File: config.mk
export PLATFORM = sky130hd
export DESIGN_NAME = quoted_word_tokenizer_top
export DESIGN_NICKNAME = d
export VERILOG_FILES = /design/src/rtl/qwt_pkg.sv /design/src/rtl/qwt_scan.sv /design/src/rtl/quoted_word_tokenizer_top.sv
export SDC_FILE = /design/constraint.sdc
export NUM_CORES = 1
export LEC_CHECK = 0
export BUFFER_PORTS_ARGS = -buffer_cell sky130_fd_sc_hd__clkbuf_2
export CAP_MARGIN = 20
export CORE_MARGIN = 4
export CORE_UTILIZATION = 60
export CTS_CLUSTER_SIZE = 30
export DETAILED_ROUTE_END_ITERATION = 10
export PLACE_DENSITY = 0.87
export SYNTH_ARGS = -nofsm -noshare
export SYNTH_HDL_FRONTEND = slang
export SYNTH_SLANG_ARGS = --single-unit
File: constraint.sdc
create_clock -name clk -period 11.2 [get_ports clk]
set_clock_uncertainty 0.1 [all_clocks]
set_input_delay 2.24 -clock clk [delete_from_list [all_inputs] [get_ports clk]]
set_output_delay 2.24 -clock clk [all_outputs]
set_load 0.02 [all_outputs]
File: src/rtl/qwt_pkg.sv
// Package for the quoted word tokenizer.
// Holds the scan mode encoding, character codes and the step structs.
// No dependencies.
`timescale 1ns / 1ps
`default_nettype none

package qwt_pkg;

	localparam logic [7:0] CH_BSLASH = 8'h5C;
	localparam logic [7:0] CH_DQUOTE = 8'h22;
	localparam logic [7:0] CH_SQUOTE = 8'h27;
	localparam logic [7:0] CH_SPACE  = 8'h20;
	localparam logic [7:0] CH_CR     = 8'h0D;
	localparam logic [7:0] CH_LF     = 8'h0A;
	localparam logic [7:0] CH_TAB    = 8'h09;

	localparam int LEN_W = 9;
	localparam int IDX_W = 8;

	typedef enum logic [5:0] {
		MODE_START  = 6'b000001,
		MODE_WORD   = 6'b000010,
		MODE_ESC    = 6'b000100,
		MODE_SQ     = 6'b001000,
		MODE_DQ     = 6'b010000,
		MODE_DQ_ESC = 6'b100000
	} mode_t;

	typedef struct packed {
		mode_t             mode;
		logic [LEN_W-1:0]  char_count;
		logic [IDX_W-1:0]  word_count;
	} scan_state_t;

	typedef struct packed {
		logic [7:0]        out_byte;
		logic              byte_kept;
		logic              word_end;
		logic [IDX_W-1:0]  word_index;
		logic [LEN_W-1:0]  word_length;
		logic              line_done;
	} scan_result_t;

endpackage

`default_nettype wire

File: src/rtl/qwt_scan.sv
// Next-state and result logic for one byte of the tokenizer.
// Purely combinational; uses qwt_pkg.
`timescale 1ns / 1ps
`default_nettype none

module qwt_scan import qwt_pkg::*; #(
	parameter int LEN_CAP = 256,
	parameter int IDX_CAP = 255
) (
	input  wire logic [7:0]   in_byte,
	input  wire logic         is_last,
	input  wire scan_state_t  cur,
	output scan_state_t       nxt,
	output scan_result_t      res
);

	localparam logic [LEN_W-1:0] LenCapV = LEN_W'(LEN_CAP);
	localparam logic [IDX_W-1:0] IdxCapV = IDX_W'(IDX_CAP);

	logic             is_ws;
	logic             take;
	logic             fits;
	logic             ws_end;
	mode_t            mode_n;
	logic [LEN_W-1:0] cnt_n;

	assign is_ws = (in_byte == CH_SPACE) || (in_byte == CH_CR) ||
		(in_byte == CH_LF) || (in_byte == CH_TAB);
	assign fits  = cur.char_count < LenCapV;

	always_comb begin
		take   = 1'b0;
		ws_end = 1'b0;
		mode_n = cur.mode;
		unique case (cur.mode)
			MODE_WORD: begin
				if (in_byte == CH_BSLASH) mode_n = MODE_ESC;
				else if (is_ws) ws_end = 1'b1;
				else if (in_byte == CH_DQUOTE) mode_n = MODE_DQ;
				else if (in_byte == CH_SQUOTE) mode_n = MODE_SQ;
				else take = 1'b1;
			end
			MODE_ESC: begin
				take   = 1'b1;
				mode_n = MODE_WORD;
			end
			MODE_SQ: begin
				if (in_byte == CH_SQUOTE) mode_n = MODE_WORD;
				else take = 1'b1;
			end
			MODE_DQ: begin
				if (in_byte == CH_BSLASH) mode_n = MODE_DQ_ESC;
				else if (in_byte == CH_DQUOTE) mode_n = MODE_WORD;
				else take = 1'b1;
			end
			MODE_DQ_ESC: begin
				take   = 1'b1;
				mode_n = MODE_DQ;
			end
			default: begin
				if (in_byte == CH_BSLASH) mode_n = MODE_ESC;
				else if (is_ws) mode_n = MODE_START;
				else if (in_byte == CH_DQUOTE) mode_n = MODE_DQ;
				else if (in_byte == CH_SQUOTE) mode_n = MODE_SQ;
				else begin
					take   = 1'b1;
					mode_n = MODE_WORD;
				end
			end
		endcase
	end

	assign cnt_n = cur.char_count + LEN_W'(take && fits);

	always_comb begin
		res.out_byte    = (take && fits) ? in_byte : 8'h00;
		res.byte_kept   = take && fits;
		res.word_end    = ws_end || (is_last && (cnt_n != '0));
		res.word_index  = cur.word_count;
		res.word_length = cnt_n;
		res.line_done   = is_last;

		nxt.mode       = mode_n;
		nxt.char_count = cnt_n;
		nxt.word_count = cur.word_count;
		if (ws_end) begin
			nxt.mode       = MODE_START;
			nxt.char_count = '0;
			if (cur.word_count < IdxCapV) nxt.word_count = cur.word_count + IDX_W'(1);
		end
		if (is_last) begin
			nxt.mode       = MODE_START;
			nxt.char_count = '0;
			nxt.word_count = '0;
		end
	end

endmodule

`default_nettype wire

File: src/rtl/quoted_word_tokenizer_top.sv
// Quoted word tokenizer: splits a command line into shell-style words.
// Holds the input register, scan state and result register; uses qwt_pkg
// and qwt_scan.
//
// Usage: feed the command line one byte per beat on the input channel
// (in_valid/in_stall, in_byte, is_last with is_last on the final byte).
// Every input beat yields exactly one result beat on the output channel
// (out_valid/out_stall) giving the kept byte, word end, word index and
// word length, and line_done echoing is_last.
// Path: an accepted byte is held in the input register, and its result
// is then held in the result register until it is taken.
// Throughput: one byte per cycle while the output is not stalled; the
// scan state is updated as the byte moves from the input register to
// the result register.
// Stall: while the result is stalled it holds; the input register absorbs
// one more byte, then in_stall rises until the result is taken.
// Reset: arst_n clears both valid flags and the scan state (start of word,
// zero length, word index zero). After a last byte the scan state returns
// to the same values.
`timescale 1ns / 1ps
`default_nettype none

module quoted_word_tokenizer_top import qwt_pkg::*; #(
	parameter int MAX_WORD_LEN = 256,
	parameter int MAX_WORDS    = 256
) (
	input  wire logic             clk,
	input  wire logic             arst_n,
	input  wire logic             in_valid,
	output logic                  in_stall,
	input  wire logic [7:0]       in_byte,
	input  wire logic             is_last,
	output logic                  out_valid,
	input  wire logic             out_stall,
	output logic [7:0]            out_byte,
	output logic                  byte_kept,
	output logic                  word_end,
	output logic [IDX_W-1:0]      word_index,
	output logic [LEN_W-1:0]      word_length,
	output logic                  line_done
);

	localparam int LenCap = (MAX_WORD_LEN < 511) ? MAX_WORD_LEN : 511;
	localparam int IdxCap = ((MAX_WORDS - 1) < 255) ? (MAX_WORDS - 1) : 255;

	logic         valid_s1;
	logic [7:0]   byte_s1;
	logic         last_s1;
	logic         valid_s2;
	scan_result_t res_s2;
	scan_state_t  state_q;
	scan_state_t  state_n;
	scan_result_t res_n;
	logic         adv;
	logic         take_in;
	logic         step;

	assign adv      = !valid_s2 || !out_stall;
	assign in_stall = valid_s1 && !adv;
	assign take_in  = in_valid && !in_stall;
	assign step     = valid_s1 && adv;

	qwt_scan #(
		.LEN_CAP(LenCap),
		.IDX_CAP(IdxCap)
	) u_scan (
		.in_byte(byte_s1),
		.is_last(last_s1),
		.cur(state_q),
		.nxt(state_n),
		.res(res_n)
	);

	always_ff @(posedge clk or negedge arst_n) begin
		if (!arst_n) begin
			valid_s1 <= 1'b0;
			valid_s2 <= 1'b0;
			state_q  <= '{mode: MODE_START, char_count: '0, word_count: '0};
		end else begin
			if (take_in) valid_s1 <= 1'b1;
			else if (adv) valid_s1 <= 1'b0;
			if (adv) valid_s2 <= valid_s1;
			if (step) state_q <= state_n;
		end
	end

	always_ff @(posedge clk) begin
		if (take_in) begin
			byte_s1 <= in_byte;
			last_s1 <= is_last;
		end
		if (step) res_s2 <= res_n;
	end

	assign out_valid   = valid_s2;
	assign out_byte    = res_s2.out_byte;
	assign byte_kept   = res_s2.byte_kept;
	assign word_end    = res_s2.word_end;
	assign word_index  = res_s2.word_index;
	assign word_length = res_s2.word_length;
	assign line_done   = res_s2.line_done;

	a_len_cap: assert property (@(posedge clk) disable iff (!arst_n)
		state_q.char_count <= LEN_W'(LenCap))
		else $error("char count above cap");

	a_last_resets: assert property (@(posedge clk) disable iff (!arst_n)
		(step && last_s1) |=> (state_q.mode == MODE_START &&
		state_q.char_count == '0 && state_q.word_count == '0))
		else $error("scan state not reset after last byte");

	a_kept_len: assert property (@(posedge clk) disable iff (!arst_n)
		(out_valid && byte_kept) |-> (word_length != '0))
		else $error("kept byte with zero word length");

	a_stall_holds_s1: assert property (@(posedge clk) disable iff (!arst_n)
		in_stall |-> (valid_s2 && out_stall))
		else $error("input stalled without output backpressure");

endmodule

`default_nettype wire
==> impl_results.md, run 1 <==
- Status: completed
- Hold Buf Count CTS: 0
- WHS Endpoint: state_q[8]
- Min Tclk post-route: 4.992 ns
- Post-synthesis compound-gate area fraction: 12.51%
- Clk slew on worst S/H paths: 0.07 ns
- Worst Setup Start Kind: primary input
- Max-cap violations: 0
- WP buf/inv: 3
- Final worst-path cycle share: 44.57%
- Routed vias: 2,070
- Simple-gate area share of the yosys netlist: 18.34%
- Total power: 0.6228 mW
- Xor and xnor area share after synthesis: 3.277%
- Width of the chip: 78.01 um
- Synth area leader: edfxtp_1
- Sequential cell area: 0.001738 mm^2
- Synth top area cells: edfxtp_1 (38%), dfrtp_1 (20%), nand2_1 (3.3%)
- Finish-stage setup viols: 0
- Fin. Hold Viols: 0
- CTS buffer count: 9
- Routed Wire Length: 5.359 mm
- Skew-Pair Late Insertion Delay: 0.34 ns
- Crit-path cells: clkbuf_2 -> nand3_1 -> inv_1 -> clkbuf_2
- Dpl cells: 351
- Worst Path Required: 8.86 ns
- Synthesized-area fraction occupied by adder cells: 1.277%
- Async set or reset register ratio after synthesis: 40.32%
- Vias in the first global route: 1,968
- R2R Path Start: state_q[18]
- Syn_nets: 265
- Synth cell types: 56
- Cell Pwr Density: 181.5 mW/mm^2
- CTS Sinks: 62
- ANT cells: 0
- Nets: 311
- Layout cells sized above 1: 25.00%
- EDFF count, synth: 37
- Leading cell types in the layout, fill and taps excluded: clkbuf_2 (42), edfxtp_1 (37), nand2_1 (26), dfrtp_1 (24), nand3_1 (17)
- Main combinational cell family by area after synthesis: simple AND/OR/NAND/NOR gates
- CTS tree: yes
- Netlist Area Pre-Place: 0.002940 mm^2
- Hold slack: 0.3919 ns
- H-tree levels: 3
- Crit path max-delay family: buffers and inverters
- Top FF cell, synth: edfxtp_1
- RSZ-0062 raised after global routing: no
- Worst relative slew slack: 57.84%
- Hold Crit Depth: 2
- Final Instance Count excl. Fillers: 367
- Reg2reg end: word_end
- Largest net degree at the start of global routing: 32
- Hold wc startpoint: state_q[8]
- Post-DR wirelength/cell: 14.60 um
- Full die area: 0.006085 mm^2
- Most common cell after layout, fill and taps aside: clkbuf_2
- Crit path capture type: output port
- GRT Resource Usage Total: 19.90%
- Avg Cell Area, Syn: 11.81 um^2
- Layout Area Growth over Synthesis: 16.68%
- Post-Route Setup TNS: 0 ns
- FMAX: 200.3 MHz
- Final routed DRC violation total: 0
- Maximum vdd drop: 0.09725 mV
- I/O pin total: 43
- Die Span Y: 78.01 um
- DR iter-0 viols: 125
- Total core area: 0.004723 mm^2
- Largest stage delay on the critical path: 0.16 ns
- Post-Syn Instances: 249
- Worst slew pin tran: 0.6323 ns
- Root buf cell: clkbuf_8
- First-pass GRT wire length: 9.197 mm
- Row cnt: 25
- Post-DP HPWL: 3.689 mm
- Initial antenna violation count: 0
- Synth top area share: 37.79%
- Sequential area share after synthesis: 59.11%
- Crit path kind: primary input to output port
- Flops & latches, synth: 62
- Layout Utilization: 72.64%
- Max FO, Critical Path: 3
- Clock Path Buffers: 2
- Cell mode on critical path: clkbuf_2
- PostCTS Resize Cnt: 0
- Via-per-instance ratio: 5.640
- Port Buffers: 42
- Placer congestion estimate: 0.8725
- Multi-input logic area: 0.001117 mm^2
- Reg-to-reg setup timing slack: 7.06 ns
- Worst min-delay path class: register to register
- Initial Util: 62.25%
- Post-CTS Setup Inserts: 0
- Total gr overflow: 0
- Final Slew Violations: 0
- TritonRoute pass-1 iters: 4
- Leak pwr: 1.461 nW
- Antenna-violating nets left: 0
- Yosys warnings: 0
- Critical-path top delay cell: clkbuf_2
- Worst Reg2Reg Path Length in Cells: 13
- Mux contribution to synthesized area: 2.596%
- Critical path arrival: 2.65 ns
- Fill cells: 329
cell families after synthesis:
group | after synthesis
xor+xnor | 11
buf+inv | 19
flops | 62
mux | 7
fa+ha+maj | 3
compound gates | 48
simple gates | 99
where the power goes:
| part | switching (mW) | internal, mW |
|---|---|---|
| registers | 0.0182 | 0.269 |
| logic | 0.0683 | 0.0425 |
| clock network | 0.0831 | 0.142 |
| total | 0.170 | 0.453 |
worst max-delay path by stage:
stage / cells after the start / to / from / slack, ns
floorplan: 2 / in_stall / out_stall / 6.38
global placement: 4 / in_stall / out_stall / 6.23
detailed placement: 4 / in_stall / out_stall / 6.20
CTS: 4 / in_stall / out_stall / 6.20
global route: 4 / in_stall / out_stall / 6.14
finish: 4 / in_stall / out_stall / 6.21
metal layers:
layer | track usage (%) | up-vias | wire, um
met1 | 26.13 | 988 | 2426
met4 | 13.11 | 0 | 172
met5 | 0 | - | 0
met2 | 29.88 | 62 | 2481
met3 | 4.176 | 13 | 278
li1 | - | 1007 | -
cells in the mapped netlist (5+ instances only):
cell	instances
edfxtp_1	37
nand2_1	26
dfrtp_1	24
nand3_1	17
o21ai_0	12
nor2_1	11
and2_1	10
inv_1	10
nor3_1	7
xor2_1	6
a21oi_1	5
buf_2	5
mux2i_1	5
xnor2_1	5
area by class of cell:
cell class	count	share of cell area, %
Multi-Input combinational cell	168	32.57
Inverter	11	1.204
Clock buffer	12	4.814
Clock inverter	4	1.969
Timing Repair Buffer	43	6.346
Sequential cell	62	50.66
Tap cell	67	2.443
worst register-to-register path, cell delays in order, from the launching register on:
cell	delay [ns]
dfrtp_1	0.45
nor3_1	0.55
o211ai_1	0.17
o22a_2	0.27
a41o_1	0.24
a21oi_2	0.32
ha_1	0.27
ha_1	0.23
and3_1	0.22
xor2_1	0.11
or4_1	0.47
nor3_1	0.19
nand4b_1	0.13
a21o_1	0.19
sequential cells by signal, indices dropped and copies added, names as in the netlist:
register,count
byte_kept,1
byte_s1,8
last_s1,1
line_done,1
out_byte,8
out_valid,1
state_q,23
valid_s1,1
word_end,1
word_index,8
word_length,9
metrics by stage:
stage / worst slack (ns) / cell area, um^2
3_5_place_dp: 6.199 / 3198
5_1_grt: 6.144 / 3431
3_3_place_gp: 6.232 / 3198
6_report: 6.208 / 3431
4_1_cts: 6.200 / 3431
2_1_floorplan: 6.382 / 2940
Power figures use the tool's default switching activity.
==> run 2, diff against run 1 <==
--- a/config.mk
+++ b/config.mk
@@ -5,13 +5,14 @@
 export SDC_FILE = /design/constraint.sdc
 export NUM_CORES = 1
 export LEC_CHECK = 0
+export ABC_AREA = 1
 export BUFFER_PORTS_ARGS = -buffer_cell sky130_fd_sc_hd__clkbuf_2
 export CAP_MARGIN = 20
 export CORE_MARGIN = 4
-export CORE_UTILIZATION = 60
+export CORE_UTILIZATION = 57
 export CTS_CLUSTER_SIZE = 30
 export DETAILED_ROUTE_END_ITERATION = 10
-export PLACE_DENSITY = 0.87
+export PLACE_DENSITY = 0.83
 export SYNTH_ARGS = -nofsm -noshare
 export SYNTH_HDL_FRONTEND = slang
 export SYNTH_SLANG_ARGS = --single-unit
==> constraint.sdc (replaced) <==
create_clock -name clk -period 5.1 [get_ports clk]
set_clock_uncertainty 0.1 [all_clocks]
set_input_delay 1.02 -clock clk [delete_from_list [all_inputs] [get_ports clk]]
set_output_delay 1.02 -clock clk [all_outputs]
set_load 0.02 [all_outputs]
==> run 2 against run 1 <==
Routed wire length is 13% higher; sequential cell count stayed put; utilization is 2.8 points lower; final area is 5.2% higher; final cell count is 22% higher; combinational power grew to 3.9 times the previous value; clock power is 110% higher; clock-buffer cell count is 2 lower; die area is 9.2% higher; register-to-register slack worse by 5.0 ns; critical path type is now register to register; highest routed layer unchanged.
==> impl_results.md, run 2 <==
- Status: completed (unchanged)
- Post-DR wirelength/cell: 13.45 um (was 14.60 um)
- Synth cell types: 30 (was 56)
- Vias in the first global route: 2,183 (was 1,968)
- Post-CTS Setup Inserts: 0 (unchanged)
- Clock Path Buffers: 2 (unchanged)
- Worst Path Required: 5.10 ns (was 8.86 ns)
- Worst min-delay path class: register to register (unchanged)
- Row cnt: 26 (was 25)
- Layout cells sized above 1: 31.13% (was 25.00%)
- Worst relative slew slack: 55.35% (was 57.84%)
- Critical path arrival: 3.03 ns (was 2.65 ns)
- Nets: 390 (was 311)
- TritonRoute pass-1 iters: 5 (was 4)
- Synth top cells by count: nand2_1 (82), edfxtp_1 (37), nor2_1 (32) (was edfxtp_1 (37), nand2_1 (26), dfrtp_1 (24))
- Final Slew Violations: 0 (unchanged)
- Crit path capture type: register (was output port)
- Comb power frac: 27.9% (was 17.8%)
- Synth top area cells: edfxtp_1 (36%), dfrtp_1 (20%), nand2_1 (10%) (was edfxtp_1 (38%), dfrtp_1 (20%), nand2_1 (3.3%))
- Die Span Y: 81.50 um (was 78.01 um)
- Sw frac: 33.53% (was 27.22%)
- Finish-stage setup viols: 0 (unchanged)
- Full die area: 0.006642 mm^2 (was 0.006085 mm^2)
- Sequential area share after synthesis: 56.44% (was 59.11%)
- Final routed DRC violation total: 0 (unchanged)
- Fin. Hold Viols: 0 (unchanged)
- Total core area: 0.005172 mm^2 (was 0.004723 mm^2)
- Final worst-path cycle share: 59.38%
- Cell with the most instances after synthesis: nand2_1 (was edfxtp_1)
- Leading cell types in the layout, fill and taps excluded: nand2_1 (82), clkbuf_2 (42), edfxtp_1 (37), nor2_1 (32), nand3_1 (28) (was clkbuf_2 (42), edfxtp_1 (37), nand2_1 (26), dfrtp_1 (24), nand3_1 (17))
- Post-Route Setup TNS: 0 ns (unchanged)
- Layout Utilization: 69.79% (was 72.64%)
- Async set or reset register ratio after synthesis: 40.32% (unchanged)
- Largest stage delay on the critical path: 0.45 ns (was 0.16 ns)
- Placed inst area: 0.003368 mm^2 (was 0.003198 mm^2)
- Synth area leader: edfxtp_1 (unchanged)
- Leak pwr: 1.783 nW (was 1.461 nW)
- Hold Buf Count CTS: 0 (unchanged)
- FMAX: 330.2 MHz
- Cell Pwr Density: 430.9 mW/mm^2 (was 181.5 mW/mm^2)
- Total power: 1.555 mW (was 0.6228 mW)
- Initial antenna violation count: 0 (unchanged)
- Root buf cell: clkbuf_8 (unchanged)
- ANT cells: 0 (unchanged)
- Maximum vdd drop: 0.2516 mV (was 0.09725 mV)
- Routed Wire Length: 6.040 mm (was 5.359 mm)
- Worst Setup Start Kind: register (was primary input)
- Top FF cell, synth: edfxtp_1 (unchanged)
- Skew-Pair Late Insertion Delay: 0.34 ns (about the same)
- Worst slew pin tran: 0.6698 ns (was 0.6323 ns)
- Crit-path cells: inv_2 -> nand2_2 -> nor2_1 -> nand2_2 -> nand3_2 -> nand2_2 -> inv_2 -> nand3_2 -> nand3_4 -> inv_1 -> ha_1 -> ha_1 -> nand3_1 -> xor2_1 -> nand3_1 -> nor2_1 -> nand2_1 -> nor2_1 -> nor2_1 (was clkbuf_2 -> nand3_1 -> inv_1 -> clkbuf_2)
- I/O pin total: 43 (unchanged)
- Post-DP HPWL: 4.322 mm (was 3.689 mm)
- Most common cell after layout, fill and taps aside: nand2_1 (was clkbuf_2)
- Reg power frac: 42.2% (was 46.1%)
- Largest net degree at the start of global routing: 28 (was 32)
- Routed vias: 2,292 (was 2,070)
- Placer congestion estimate: 0.9193 (was 0.8725)
- Clk slew on worst S/H paths: 0.07 ns (about the same)
- P_sw: 0.5215 mW (was 0.1695 mW)
- H-tree levels: 3 (unchanged)
- CTS Sinks: 62 (unchanged)
- Crit path kind: register to register (was primary input to output port)
- Cell mode on critical path: nor2_1 (was clkbuf_2)
- Synth top area share: 36.08% (was 37.79%)
- Max-cap violations: 0 (unchanged)
- Antenna-violating nets left: 0 (unchanged)
- CTS tree: yes (unchanged)
- Total gr overflow: 0 (unchanged)
- Port Buffers: 42 (unchanged)
- Width of the chip: 81.50 um (was 78.01 um)
- Post-Syn Instances: 321 (was 249)
- RSZ-0062 raised after global routing: no (unchanged)
- Critical-path top delay cell: edfxtp_1 (was clkbuf_2)
- Via-per-instance ratio: 5.105 (was 5.640)
- Max FFs per register: 23 (unchanged)
- PostCTS Resize Cnt: 0 (unchanged)
- DR iter-0 viols: 143 (was 125)
- Hold slack: 0.3846 ns (was 0.3919 ns)
- GRT Resource Usage Total: 20.45% (was 19.90%)
- Max FO, Critical Path: 9 (was 3)
- CTS buffer count: 9 (unchanged)
- Min Tclk post-route: 3.029 ns
- Syn_nets: 337 (was 265)
- Flops & latches, synth: 62 (unchanged)
- Clock power frac: 29.9% (was 36.1%)
- EDFF count, synth: 37 (unchanged)
- Final instance area: 0.003610 mm^2 (was 0.003431 mm^2)
- Netlist Area Pre-Place: 0.003079 mm^2 (was 0.002940 mm^2)
- Yosys warnings: 0 (unchanged)
- Design internal power: 1.034 mW (was 0.4533 mW)
- Top reg by flops: state_q (unchanged)
- Initial Util: 59.53% (was 62.25%)
- First-pass GRT wire length: 9.977 mm (was 9.197 mm)
- Avg Cell Area, Syn: 9.593 um^2 (was 11.81 um^2)
- Layout Area Growth over Synthesis: 17.23% (was 16.68%)
## run 2: path summary, 6_finish.rpt
kind                       depth (start not counted)   startpoint  slack (ns)           to
min                                                2  state_q[17]        0.38  state_q[17]
min reg2reg                                        2  state_q[17]        0.38  state_q[17]
max reg2reg                                       19   byte_s1[1]        2.07     word_end
min in group asynchronous                          1       arst_n        0.60   state_q[7]
max                                               19   byte_s1[1]        2.07     word_end
max in group asynchronous                          1       arst_n        3.87  state_q[15]
## run 2: power groups by stage
stage	combinational [mW]	sequential [mW]	clock (mW)
after global placement	0.413	0.665	0
after detailed placement	0.425	0.666	0
final	0.434	0.656	0.466
after global routing	0.484	0.663	0.498
after floorplan	0.276	0.707	0
after CTS	0.430	0.656	0.475
## run 2: routing by layer
layer  wire, um  vias up  GRT usage [%]
li1           -     1147              -
met1       2557     1068          24.09
met2       2988       61          34.20
met3        351       16          6.579
met4        142        0          8.953
met5          0        -              0
## run 2: logic make-up (layout without fill, tap and decap cells)
kind of cell    count (synthesis)  count (layout)  synth area share (%)
flops                          62              62                 56.44
buf+inv                        43             101                 5.526
xor+xnor                        6               6                 1.951
compound gates                 13              13                 2.966
simple gates                  194             194                 31.90
fa+ha+maj                       3               3                 1.219
## run 2: per-stage QoR
step / setup WS [ns] / std cells
floorplan: 2.428 / 321
global placement: 2.113 / 432
detailed placement: 2.034 / 432
CTS: 2.085 / 448
global route: 1.824 / 449
finish: 2.071 / 449
## run 2: worst max-delay path, delay by kind of cell (launching register included)
family	cells	cell delay, ns
XOR/XNOR	1	0.27
adder cells (fa/ha/maj)	2	0.44
buffers and inverters	3	0.25
flip-flops	1	0.45
AND/OR/NAND/NOR	13	1.27
## run 2: layout make-up
cell class              instances  area [um^2]
fillers                       367         1563
inverters                      41        153.9
clock buffers                  10        127.6
flip-flops and latches         62         1738
repair buffers                 44        245.2
well taps                      70        87.58
multi-input cells             216         1171
clock inverters                 6        86.33
